--- src/sv/lps_pkg.sv ---
// ----------------------------------------------------------------------------
// lps_pkg
// Shared types, codes and tables of the LED pattern sequencer.
// ----------------------------------------------------------------------------
package lps_pkg;

    localparam int LED_COUNT   = 16;
    localparam int CFG_INDEX_W = 2;

    localparam logic [CFG_INDEX_W-1:0] CFG_LONG_PRESS  = 2'd0;
    localparam logic [CFG_INDEX_W-1:0] CFG_SHORT_PRESS = 2'd1;

    localparam logic [7:0] LONG_PRESS_RESET  = 8'd48;
    localparam logic [7:0] SHORT_PRESS_RESET = 8'd2;

    localparam logic [1:0] OPT_ANIM   = 2'd0;
    localparam logic [1:0] OPT_SPEED  = 2'd1;
    localparam logic [1:0] OPT_BRIGHT = 2'd2;

    localparam logic [2:0] ANIM_MIRROR = 3'd0;
    localparam logic [2:0] ANIM_BLINK  = 3'd1;
    localparam logic [2:0] ANIM_PAIRS  = 3'd2;
    localparam logic [2:0] ANIM_STAR   = 3'd3;
    localparam logic [2:0] ANIM_FILL   = 3'd4;
    localparam logic [2:0] ANIM_RUN    = 3'd5;

    localparam logic [6:0] PERIOD_STEP  = 7'd12;
    localparam logic [7:0] PERIOD_WRAP  = 8'd120;
    localparam logic [7:0] DUTY_STEP    = 8'd20;
    localparam logic [7:0] DUTY_MAX     = 8'd235;
    localparam logic [7:0] PRESS_MAX    = 8'd255;

    localparam logic [LED_COUNT-1:0] ALL_LEDS = '1;

    typedef struct packed {
        logic [1:0] option;
        logic [2:0] anim_sel;
        logic [6:0] period;
        logic [7:0] duty;
        logic       anim_clear;
    } menu_t;

    function automatic logic [7:0] step_limit(input logic [2:0] sel);
        logic [7:0] lim;
        case (sel)
            ANIM_MIRROR: lim = 8'd12;
            ANIM_BLINK:  lim = 8'd2;
            ANIM_PAIRS:  lim = 8'd12;
            ANIM_STAR:   lim = 8'd6;
            ANIM_FILL:   lim = 8'd0;
            ANIM_RUN:    lim = 8'd20;
            default:     lim = 8'd0;
        endcase
        return lim;
    endfunction

    function automatic logic [LED_COUNT-1:0] led_bit(input logic [3:0] pos);
        return LED_COUNT'(1) << pos;
    endfunction

    function automatic logic [LED_COUNT-1:0] flip_mask(input logic [2:0] sel,
                                                       input logic [7:0] s);
        logic [LED_COUNT-1:0] m;
        logic [3:0]           lo;
        m  = '0;
        lo = s[3:0];
        case (sel)
            ANIM_MIRROR:
            begin
                if (s <= 8'd8)
                begin
                    m = led_bit(lo);
                    if (s != 8'd0 && s != 8'd8)
                        m = m ^ led_bit(4'd0 - lo);
                end
            end
            ANIM_BLINK:
                m = ALL_LEDS;
            ANIM_PAIRS:
            begin
                if (s < 8'd8)
                    m = led_bit(lo) ^ led_bit(lo + 4'd8);
            end
            ANIM_STAR:
            begin
                if (s inside {8'd0, 8'd4})
                    m = led_bit(lo) ^ led_bit(lo + 4'd8);
                else if (s < 8'd4)
                    m = led_bit(lo) ^ led_bit(4'd8 - lo)
                        ^ led_bit(lo + 4'd8) ^ led_bit(4'd0 - lo);
            end
            ANIM_RUN:
            begin
                if (s < 8'd16)
                    m = led_bit(lo);
            end
            default:
                m = '0;
        endcase
        return m;
    endfunction

endpackage

--- src/sv/led_pattern_sequencer_with_button_menu_unit.sv ---
// ----------------------------------------------------------------------------
// led_pattern_sequencer_with_button_menu_unit
// LED pattern sequencer driven by a single button menu.
// ----------------------------------------------------------------------------
// Each input transaction is one slow tick carrying the button level. Each
// accepted tick yields exactly one output transaction with the LED pattern,
// brightness, menu option, animation number and step period after that tick.
// Ticks are held in an input register and processed on their way into the
// output register, which holds each result until the receiver takes it.
// One tick per cycle is sustained: the press counter, menu and animation
// update are a single shallow step from the input register to the output
// register, and in_ready stays high while the output can be refilled.
// When the receiver stalls, the result holds in the output register and one
// more tick is parked in the input register; in_ready then drops until
// out_ready returns.
// The configuration channel is always ready and sets the long and short
// press thresholds; index values outside the list are ignored. Write it only
// while no tick is in flight.
// Reset clears the valid flags and the menu and animation state: LEDs off,
// option 0, animation 0, period 12, brightness 20, thresholds 48 and 2.
// ----------------------------------------------------------------------------
module led_pattern_sequencer_with_button_menu_unit
    import lps_pkg::*;
(
    input  logic                   clk,
    input  logic                   rst_n,
    input  logic                   cfg_valid,
    output logic                   cfg_ready,
    input  logic [CFG_INDEX_W-1:0] cfg_index,
    input  logic [7:0]             cfg_data,
    input  logic                   in_valid,
    output logic                   in_ready,
    input  logic                   button_down,
    output logic                   out_valid,
    input  logic                   out_ready,
    output logic [LED_COUNT-1:0]   led_pattern,
    output logic [7:0]             brightness,
    output logic [1:0]             menu_option,
    output logic [2:0]             animation_index,
    output logic [6:0]             tick_period
);

    logic [7:0]           long_press_reg;
    logic [7:0]           short_press_reg;
    logic                 tick_valid_reg, tick_valid_next;
    logic                 button_reg;
    logic                 out_valid_reg,  out_valid_next;
    logic                 advance;
    menu_t                menu_next;
    logic [LED_COUNT-1:0] pattern_next;
    logic [LED_COUNT-1:0] led_pattern_reg;
    logic [7:0]           brightness_reg;
    logic [1:0]           option_out_reg;
    logic [2:0]           anim_out_reg;
    logic [6:0]           period_out_reg;

    assign cfg_ready = 1'b1;

    always_ff @(posedge clk or negedge rst_n)
    begin
        if (!rst_n)
        begin
            long_press_reg  <= LONG_PRESS_RESET;
            short_press_reg <= SHORT_PRESS_RESET;
        end
        else if (cfg_valid)
        begin
            case (cfg_index)
                CFG_LONG_PRESS:  long_press_reg  <= cfg_data;
                CFG_SHORT_PRESS: short_press_reg <= cfg_data;
                default:         long_press_reg  <= long_press_reg;
            endcase
        end
    end

    assign advance  = tick_valid_reg && (!out_valid_reg || out_ready);
    assign in_ready = !tick_valid_reg || advance;

    always_comb
    begin
        if (in_valid && in_ready)
            tick_valid_next = 1'b1;
        else if (advance)
            tick_valid_next = 1'b0;
        else
            tick_valid_next = tick_valid_reg;

        if (advance)
            out_valid_next = 1'b1;
        else if (out_ready)
            out_valid_next = 1'b0;
        else
            out_valid_next = out_valid_reg;
    end

    always_ff @(posedge clk or negedge rst_n)
    begin
        if (!rst_n)
        begin
            tick_valid_reg <= 1'b0;
            out_valid_reg  <= 1'b0;
        end
        else
        begin
            tick_valid_reg <= tick_valid_next;
            out_valid_reg  <= out_valid_next;
        end
    end

    always_ff @(posedge clk)
    begin
        if (in_valid && in_ready)
            button_reg <= button_down;
    end

    lps_menu u_menu
    (
        .clk               (clk),
        .rst_n             (rst_n),
        .advance           (advance),
        .button_down       (button_reg),
        .long_press_ticks  (long_press_reg),
        .short_press_ticks (short_press_reg),
        .menu_next         (menu_next)
    );

    lps_anim u_anim
    (
        .clk          (clk),
        .rst_n        (rst_n),
        .advance      (advance),
        .menu_next    (menu_next),
        .pattern_next (pattern_next)
    );

    always_ff @(posedge clk)
    begin
        if (advance)
        begin
            led_pattern_reg <= pattern_next;
            brightness_reg  <= menu_next.duty;
            option_out_reg  <= menu_next.option;
            anim_out_reg    <= menu_next.anim_sel;
            period_out_reg  <= menu_next.period;
        end
    end

    assign out_valid       = out_valid_reg;
    assign led_pattern     = led_pattern_reg;
    assign brightness      = brightness_reg;
    assign menu_option     = option_out_reg;
    assign animation_index = anim_out_reg;
    assign tick_period     = period_out_reg;

    a_option_range: assert property (@(posedge clk) disable iff (!rst_n)
        out_valid |-> menu_option != 2'd3)
        else $error("menu option out of range");

    a_anim_range: assert property (@(posedge clk) disable iff (!rst_n)
        out_valid |-> animation_index <= ANIM_RUN)
        else $error("animation index out of range");

    a_period_range: assert property (@(posedge clk) disable iff (!rst_n)
        out_valid |-> (tick_period >= 7'd12 && tick_period <= 7'd108))
        else $error("tick period out of range");

    a_duty_range: assert property (@(posedge clk) disable iff (!rst_n)
        out_valid |-> (brightness >= 8'd20 && brightness <= 8'd240))
        else $error("brightness out of range");

    a_stall_ready: assert property (@(posedge clk) disable iff (!rst_n)
        (tick_valid_reg && out_valid && !out_ready) |-> !in_ready)
        else $error("tick taken while both stages full");

endmodule

--- src/sv/lps_menu.sv ---
// ----------------------------------------------------------------------------
// lps_menu
// Button press counter and menu: option, animation, speed and brightness.
// ----------------------------------------------------------------------------
module lps_menu
    import lps_pkg::*;
(
    input  logic        clk,
    input  logic        rst_n,
    input  logic        advance,
    input  logic        button_down,
    input  logic [7:0]  long_press_ticks,
    input  logic [7:0]  short_press_ticks,
    output menu_t       menu_next
);

    logic [7:0] press_count_reg, press_count_next;
    logic [1:0] option_reg,      option_next;
    logic [2:0] anim_sel_reg,    anim_sel_next;
    logic [6:0] period_reg,      period_next;
    logic [7:0] duty_reg,        duty_next;
    logic       clear_next;
    logic [7:0] period_sum;

    always_comb
    begin
        press_count_next = press_count_reg;
        option_next      = option_reg;
        anim_sel_next    = anim_sel_reg;
        period_next      = period_reg;
        duty_next        = duty_reg;
        clear_next       = 1'b0;
        period_sum       = {1'b0, period_reg} + {1'b0, PERIOD_STEP};
        if (button_down)
        begin
            if (press_count_reg != PRESS_MAX)
                press_count_next = press_count_reg + 8'd1;
        end
        else
        begin
            press_count_next = '0;
            if (press_count_reg > long_press_ticks)
            begin
                option_next = (option_reg >= OPT_BRIGHT) ? OPT_ANIM : option_reg + 2'd1;
            end
            else if (press_count_reg > short_press_ticks)
            begin
                case (option_reg)
                    OPT_ANIM:
                    begin
                        anim_sel_next = (anim_sel_reg >= ANIM_RUN) ? ANIM_MIRROR
                                                                   : anim_sel_reg + 3'd1;
                        clear_next    = 1'b1;
                    end
                    OPT_SPEED:
                        period_next = (period_sum >= PERIOD_WRAP) ? PERIOD_STEP
                                                                  : period_sum[6:0];
                    OPT_BRIGHT:
                        duty_next = (duty_reg > DUTY_MAX) ? DUTY_STEP : duty_reg + DUTY_STEP;
                    default:
                        duty_next = duty_reg;
                endcase
            end
        end
    end

    always_ff @(posedge clk or negedge rst_n)
    begin
        if (!rst_n)
        begin
            press_count_reg <= '0;
            option_reg      <= OPT_ANIM;
            anim_sel_reg    <= ANIM_MIRROR;
            period_reg      <= PERIOD_STEP;
            duty_reg        <= DUTY_STEP;
        end
        else if (advance)
        begin
            press_count_reg <= press_count_next;
            option_reg      <= option_next;
            anim_sel_reg    <= anim_sel_next;
            period_reg      <= period_next;
            duty_reg        <= duty_next;
        end
    end

    assign menu_next = '{option:     option_next,
                         anim_sel:   anim_sel_next,
                         period:     period_next,
                         duty:       duty_next,
                         anim_clear: clear_next};

endmodule

--- src/sv/lps_anim.sv ---
// ----------------------------------------------------------------------------
// lps_anim
// Tick divider, animation step counter and LED pattern update.
// ----------------------------------------------------------------------------
module lps_anim
    import lps_pkg::*;
(
    input  logic                 clk,
    input  logic                 rst_n,
    input  logic                 advance,
    input  menu_t                menu_next,
    output logic [LED_COUNT-1:0] pattern_next
);

    logic [6:0]           divider_reg, divider_next;
    logic [7:0]           step_reg,    step_next;
    logic [LED_COUNT-1:0] pattern_reg;
    logic [7:0]           step_base;
    logic [7:0]           step_inc;
    logic [LED_COUNT-1:0] pattern_base;
    logic [7:0]           div_inc;

    always_comb
    begin
        step_base    = menu_next.anim_clear ? 8'd0 : step_reg;
        pattern_base = menu_next.anim_clear ? '0 : pattern_reg;
        div_inc      = {1'b0, divider_reg} + 8'd1;
        step_inc     = step_base + 8'd1;
        divider_next = div_inc[6:0];
        step_next    = step_base;
        pattern_next = pattern_base;
        if (div_inc >= {1'b0, menu_next.period})
        begin
            divider_next = '0;
            if (menu_next.anim_sel == ANIM_FILL)
                pattern_next = pattern_base | ALL_LEDS;
            else
                pattern_next = pattern_base ^ flip_mask(menu_next.anim_sel, step_base);
            step_next = (step_inc == step_limit(menu_next.anim_sel)) ? 8'd0 : step_inc;
        end
    end

    always_ff @(posedge clk or negedge rst_n)
    begin
        if (!rst_n)
        begin
            divider_reg <= '0;
            step_reg    <= '0;
            pattern_reg <= '0;
        end
        else if (advance)
        begin
            divider_reg <= divider_next;
            step_reg    <= step_next;
            pattern_reg <= pattern_next;
        end
    end

endmodule

--- config.mk ---
export PLATFORM = sky130hd
export DESIGN_NAME = led_pattern_sequencer_with_button_menu_unit
export DESIGN_NICKNAME = d
export VERILOG_FILES = /design/src/sv/lps_pkg.sv /design/src/sv/led_pattern_sequencer_with_button_menu_unit.sv /design/src/sv/lps_menu.sv /design/src/sv/lps_anim.sv
export SDC_FILE = /design/constraint.sdc
export NUM_CORES = 1
export LEC_CHECK = 0
export BUFFER_PORTS_ARGS = -buffer_cell sky130_fd_sc_hd__buf_2
export CORE_ASPECT_RATIO = 1.4
export CORE_MARGIN = 2
export CORE_UTILIZATION = 60
export DETAILED_ROUTE_END_ITERATION = 6
export PLACE_DENSITY = 0.79
export SLEW_MARGIN = 15
export SYNTH_ARGS = -nofsm -noshare
export SYNTH_HDL_FRONTEND = slang
export SYNTH_SLANG_ARGS = --single-unit
--- constraint.sdc ---
create_clock -name clk -period 7.25 [get_ports clk]
set_input_delay 1.0875 -clock clk [delete_from_list [all_inputs] [get_ports clk]]
set_output_delay 1.0875 -clock clk [all_outputs]
set_load 0.02 [all_outputs]
== Word level (Yosys, flattened, before mapping) ==
Index checks and enable logic that the tools add are counted.
Storage, ports and cells
  flip-flop bits (word level): 114
  input port bits: 16
  output and inout bits: 39
  word-level logic and storage cells: 127
Cells by class
  add/subtract/negate cells: 10
  $lt $le $gt $ge: 11
  eq/ne operators: 13
  shifts and indexed selects: 4
  mux-type cells: 46
  bitwise operators: 6
  reduce and logical (&&, ||, !) cells: 19
Operators with widths (number)
  16-bit 2-to-1 mux: 11
  16-bit XOR: 6
  8-bit 2-to-1 mux: 11
  16-bit one-hot mux with 5 select lines: 1
  1-bit by 4-bit << shifter with 16-bit output, first input constant: 4
  7-bit 2-to-1 mux: 6
  5-bit one-hot mux with 4 select lines: 1
  8-bit by 1-bit adder with 8-bit output, second input constant: 2
  8-bit greater-than comparator: 2
  3-bit 2-to-1 mux: 5
  7-bit by 1-bit adder with 8-bit output, second input constant: 1
  7-bit by 4-bit adder with 8-bit output, second input constant: 1
  8-bit by 5-bit adder with 8-bit output, second input constant: 1
  8-bit by 3-bit == test with 1-bit output, second input constant: 1
  8-bit == test: 1
  8-bit by 7-bit greater-or-equal comparator with 1-bit output: 1
  8-bit by 7-bit greater-or-equal comparator with 1-bit output, second input constant: 1
  8-bit greater-than comparator, second input constant: 1
  8-bit by 4-bit less-or-equal comparator with 1-bit output, second input constant: 1
  8-bit zero test: 1
  8-bit by 3-bit < comparator with 1-bit output, second input constant: 1
  8-bit by 4-bit < comparator with 1-bit output, second input constant: 1
  8-bit by 5-bit < comparator with 1-bit output, second input constant: 1
  1-bit 2-to-1 mux: 8
  other kinds (25): 39

== Logic depth before layout (Yosys ltp) ==
  word-level depth: 19
  depth in mapped cells: 24
  mapped depth without buffers: 21

== Hierarchy ==
Synthesis repeated with hierarchy kept, for this count alone.
Unflattened totals
  cell total of the unflattened synthesis: 808
  area, all modules: 7713.6 um^2
Modules (own cells, without submodules)
  lps_anim: instances 1, cells each 470, area each 3629.7 um^2, sequential area each 775.7 um^2
  lps_menu: instances 1, cells each 257, area each 2258.4 um^2, sequential area each 705.7 um^2
  led_pattern_sequencer_with_button_menu_unit: instances 1, cells each 81, area each 1825.5 um^2, sequential area each 1565.3 um^2

== Worst setup path after synthesis ==
Ideal clock, no wire load.
  path kind: reg-to-reg
  start: register short_press_reg[1]
  end: register led_pattern_reg[8] (netlist: led_pattern[8]) (data pin)
  library setup time: 0.268 ns
  arrival time: 4.989 ns
  required time: 6.982 ns
  setup slack: 1.993 ns
  cell stages (with the launch flop): 24
  buffers on the path: 3
  period minus slack after synthesis: 5.257 ns
  cells stage by stage: dfstp_2 > inv_1 > ha_1 > nor2b_1 > o211ai_1 > a2111o_1 > a211oi_2 > nand2_1 > clkbuf_1 > clkbuf_1 > clkbuf_1 > and2_1 > inv_1 > ha_1 > inv_1 > o21ai_0 > and3_1 > a21boi_0 > o211a_1 > a32oi_1 > a2111oi_0 > nor2_1 > xnor2_1 > nand2_1
Between the ends
  cells in the longest elaborated chain, start to end: 18
  elaborated cells on any way between the ends: 53
  classes of those cells: add/sub (3); order compare (6); eq/ne (7); shift (4); mux (22); bitwise (6); reduce/logical (5)
RTL lines
  start: declaration: RTL line led_pattern_sequencer_with_button_menu_unit.sv:44  | logic [7:0] short_press_reg;
  start signal: assignment: RTL line led_pattern_sequencer_with_button_menu_unit.sv:70  | CFG_SHORT_PRESS: short_press_reg <= cfg_data;
  8-bit greater-than comparator *: RTL line lps_menu.sv:46  | else if (press_count_reg > short_press_ticks)
  1-bit 2-to-1 mux: RTL line lps_menu.sv:46
  1-bit 2-to-1 mux: RTL line lps_menu.sv:42  | if (press_count_reg > long_press_ticks)
  1-bit 2-to-1 mux: RTL line lps_menu.sv:34  | if (button_down)
  8-bit 2-to-1 mux: RTL line lps_anim.sv:25  | step_base = menu_next.anim_clear ? 8'd0 : step_reg;
  4-bit subtractor: RTL line lps_pkg.sv:89  | m = led_bit(lo) ^ led_bit(4'd8 - lo)
  1-bit by 4-bit << shifter with 16-bit output: RTL line lps_pkg.sv:58  | return LED_COUNT'(1) << pos;
  16-bit XOR: RTL line lps_pkg.sv:89
  (+3 left out)
  16-bit 2-to-1 mux: RTL line lps_pkg.sv:86  | if (s inside {8'd0, 8'd4})
  16-bit one-hot mux with 5 select lines: RTL line lps_pkg.sv:67  | case (sel)
  16-bit 2-to-1 mux: RTL line lps_anim.sv:35  | if (menu_next.anim_sel == ANIM_FILL)
  16-bit 2-to-1 mux: RTL line lps_anim.sv:32  | if (div_inc >= {1'b0, menu_next.period})
  16-bit XOR: RTL line lps_anim.sv:38  | pattern_next = pattern_base ^ flip_mask(menu_next.anim_sel, step_base);
  16-bit 2-to-1 mux: RTL line lps_anim.sv:35
  16-bit 2-to-1 mux *: RTL line lps_anim.sv:32
  via pattern_next[8]: RTL line led_pattern_sequencer_with_button_menu_unit.sv:50  | logic [LED_COUNT-1:0] pattern_next;
  end signal: assignment: RTL line led_pattern_sequencer_with_button_menu_unit.sv:140  | led_pattern_reg <= pattern_next;
  end: declaration: RTL line led_pattern_sequencer_with_button_menu_unit.sv:51  | logic [LED_COUNT-1:0] led_pattern_reg;
Mark *: on every way through the listed nets, which the timed path passes. The rest lies on a longest branch. The select of a mux whose other input is x is not followed.
A chain may end at the register's enable or synchronous reset.

== Worst setup path after layout ==
Same ends and word-level chain as after synthesis.

==> impl_summary.md <==
Outcome
The flow ran to the end, and the final reports show no timing, DRC or antenna violations.

GRT
Global routing finished with a remaining overflow of 0. The initial antenna violation count is 0. The first global-routing pass estimated 33.6 mm of wire. The overall global routing resource usage is 31.5%. The number of global-route vias before repair came to 6799. Entering global routing, the biggest net connects 78 pins.

Route
The routed length on met3 is 1.10 mm. The average wire per standard cell is 20.0 microns. The number of nets still failing antenna checks after routing is 0. After detailed routing, the number of remaining DRC violations is 0. The top metal layer carrying routed signals is met4. The length of routed wiring on met1 is 8.07 mm. The total met2 wirelength after detailed routing is 10.7 mm. The starting DRC count in detailed routing is 694. The per-cell via count in the routed design is 6.52.

The detailed-routing iteration count for the pre-antenna-repair pass is 7. The total vias in the final route is 6756. The detailed-route wire length is 20.7 mm.

Timing
The number of pins with negative max-slew slack in the final report is 0. Setup repair after global routing left no endpoint under its margin. The post-route clock skew is 0.00587 ns. In the finished design, the share of the clock period the worst path needs comes to 81.8%. The transition time at the pin with the least slew margin is 1.05 ns. For the final routed database, the setup TNS stands at 0 ns. Setup violations remaining at the end of the flow were counted as 0. The relative slew slack is 29.1%. Derived from the worst setup path, the maximum achievable clock frequency is 169 MHz. The time the final worst path needs with I/O delays and setup is 5.93 ns.

The number of hold-slack violations in the final timing report is 0.

Yosys
By area the synthesized netlist is led by sky130_fd_sc_hd__dfrtp_1, sky130_fd_sc_hd__edfxtp_1, sky130_fd_sc_hd__ha_1. In the synthesized netlist, the number of instances is 835. Of the synthesized area, sequential elements account for 40.6%.

The warning count from the yosys run is 0. The fraction of synthesis flops using an asynchronous set or reset pin is 67.5%. The number of enable flip-flop cells after synthesis is 37. The number of nets in the synthesized netlist is 889.

The count of unique library cells instantiated by Yosys is 73. The cell with the most instances after synthesis is sky130_fd_sc_hd__nand2_1. The largest total area in the synthesized netlist belongs to sky130_fd_sc_hd__dfrtp_1. The mean post-synth cell area is 8.98 sq um. In this run, synthesis produced a sequential element count of 114. The cell area that synthesis handed to floorplanning was 7500 sq um. The share of Yosys cell area claimed by the top area cell type is 23.4%. Counting instances in the post-synthesis netlist gives the leading cell types as sky130_fd_sc_hd__nand2_1, sky130_fd_sc_hd__o21ai_0, sky130_fd_sc_hd__dfrtp_1.

The most instantiated flip-flop cell in the synthesis netlist is sky130_fd_sc_hd__dfrtp_1.

Finish
The utilization after layout is 69.1%. The antenna diode count is 0. Counting the fill cells in the layout gives 913.

The count of cells in the finished layout, fillers not included, comes to 1036. The layout cell share with drive strength beyond 1 is 15.0%. The area growth from synthesis to layout is 13.0%.

After routing the design area is 8470 sq um. At the end of the flow, the number of nets in the layout was 927.

Placement
The placed instance count is 1004. The placed instances occupy a cell area of 7840 sq um. Buffers placed on the I/O ports in this run total 53. The final weighted congestion in routability-driven placement is 0.968.

Summed over all nets, the half-perimeter wirelength after detailed placement is 14.3 mm.

Clocking
No sink is reached through more buffers than the 2 on the longest clock path. In this run, post-CTS repair resized a total of 0 instances. The clock reaches the later pin of the worst-skew pair after 0.42 ns. Counting the buffers created by CTS gives 17. The clock-pin slew reported for the worst setup and hold paths after clock tree synthesis is 0.06 ns. TritonCTS built the clock tree. CTS placed an instance of sky130_fd_sc_hd__clkbuf_16 at the clock tree root. The H-tree was split into 4 levels. The clock net sink count is 114. The number of hold buffers added after CTS was 0. The number of setup buffers added after CTS is 0.

Power
VDD sags by at most 0.000220 V. The analysis attributes to cell leakage a power of 3.71 nW. The power per cell area is 360 nW/um^2.

Critical path
The arrival time at the worst endpoint is 6.06 ns. Of all nets on the critical path, the largest fanout is 12. Data on the critical path is required at its endpoint by 7.38 ns. The critical path start-end classification is reg -> reg. STA classifies the critical path startpoint as a flop.

The worst setup path is captured at a flop.

Die
The initial cell density of the core is 61.2%. The area of the placeable core is 12300 sq um. The count of boundary I/O pins is 55. The number of rows created at floorplan is 48.

The die boundary height is 136 microns. The floorplan step defined a die boundary enclosing 13400 sq um. The die is 98.5 microns wide.

Min path
The path class of the tightest hold or removal check is reg -> reg.

Run
Max-cap violations in this run came to 0.
## logic make-up (layout without fill, tap and decap cells)
logic type / count (synthesis) / after routing / share of synthesized area [%]
AND/OR/NAND/NOR: 288 / 288 / 18.1
flip-flops: 114 / 114 / 40.6
other: 1 / 1 / 0.0500
XOR/XNOR: 39 / 39 / 4.56
adder cells (fa/ha/maj): 38 / 38 / 6.34
buffers and inverters: 89 / 140 / 4.71
AO/OA/AOI/OAI: 234 / 234 / 21.0
multiplexers: 32 / 32 / 4.59
## cells in the final DEF, fill, tap and decap left out, drive strengths merged, types with 12 or more instances in the layout
master / synthesis / layout
clkbuf: 32 / 19
edfxtp: 37 / 37
nand3: 36 / 36
mux2: 19 / 19
inv: 47 / 48
ha: 38 / 38
nand4: 19 / 19
xor2: 17 / 17
dfrtp: 70 / 70
mux2i: 13 / 13
nand2: 118 / 118
o21ai: 80 / 80
a31oi: 12 / 12
buf: 10 / 61
nor3: 13 / 13
nor2: 47 / 47
xnor2: 22 / 22
a21oi: 40 / 40
## path summary, 6_finish.rpt
kind / depth (start not counted) / startpoint / slack, ns / to
worst max register to register: 20 / short_press_reg[1]$_DFFE_PN1P_ / 1.32 / led_pattern[8]$_DFFE_PP_
worst min register to register: 2 / u_menu.duty_reg[4]$_DFFE_PN1P_ / 0.49 / u_menu.duty_reg[4]$_DFFE_PN1P_
worst max-delay path: 20 / short_press_reg[1]$_DFFE_PN1P_ / 1.32 / led_pattern[8]$_DFFE_PP_
max in group asynchronous: 1 / rst_n / 5.75 / u_menu.anim_sel_reg[2]$_DFFE_PN0P_
min in group asynchronous: 1 / rst_n / 0.84 / u_anim.step_reg[6]$_DFFE_PN0P_
worst min-delay path: 2 / u_menu.duty_reg[4]$_DFFE_PN1P_ / 0.49 / u_menu.duty_reg[4]$_DFFE_PN1P_
## worst max-delay path, stage by stage, from the launching register on
cell,delay (ns)
sky130_fd_sc_hd__dfstp_2,0.53
sky130_fd_sc_hd__inv_1,0.04
sky130_fd_sc_hd__ha_1,0.27
sky130_fd_sc_hd__nor2b_1,0.12
sky130_fd_sc_hd__o211ai_1,0.09
sky130_fd_sc_hd__a2111o_1,0.42
sky130_fd_sc_hd__a211oi_2,0.59
sky130_fd_sc_hd__nand2_1,0.39
sky130_fd_sc_hd__and2_1,0.33
sky130_fd_sc_hd__inv_1,0.11
sky130_fd_sc_hd__ha_1,0.41
sky130_fd_sc_hd__inv_1,0.22
sky130_fd_sc_hd__o21ai_0,0.17
sky130_fd_sc_hd__and3_1,0.19
sky130_fd_sc_hd__a21boi_0,0.31
sky130_fd_sc_hd__o211a_1,0.33
sky130_fd_sc_hd__a32oi_1,0.13
sky130_fd_sc_hd__a2111oi_0,0.54
sky130_fd_sc_hd__nor2_1,0.17
sky130_fd_sc_hd__xnor2_1,0.18
sky130_fd_sc_hd__nand2_1,0.07
## cell type report
type,count,area (sq um),share of cell area (%)
sequential,114,3050,36.0
tap,150,188,2.22
clock buffer,19,443,5.23
timing repair buffer,61,328,3.87
multi-input combinational,632,4100,48.4
clock inverter,13,184,2.17
inverter,47,179,2.11
## metrics by stage
stage / power [mW] / setup slack [ns] / hold WS, ns
floorplan: 1.81 / 1.99 / 0.457
global placement: 2.08 / 1.56 / 0.475
detailed placement: 2.13 / 1.41 / 0.479
CTS: 3.03 / 1.25 / 0.490
global route: 3.20 / 0.960 / 0.527
finish: 3.05 / 1.32 / 0.492
## per-layer routing
metal	up-vias	global-route usage, %
li1	3123	-
met1	3265	36.4
met2	300	56.0
met3	68	4.22
met4	0	17.6
met5	-	0
## power breakdown
part	leakage (nW)	total, mW	internal (mW)	switching, mW
sequential	1.33	0.953	0.837	0.116
combinational	2.08	1.20	0.431	0.773
clock	0.301	0.893	0.584	0.310
(Power assumes the default switching activity.)
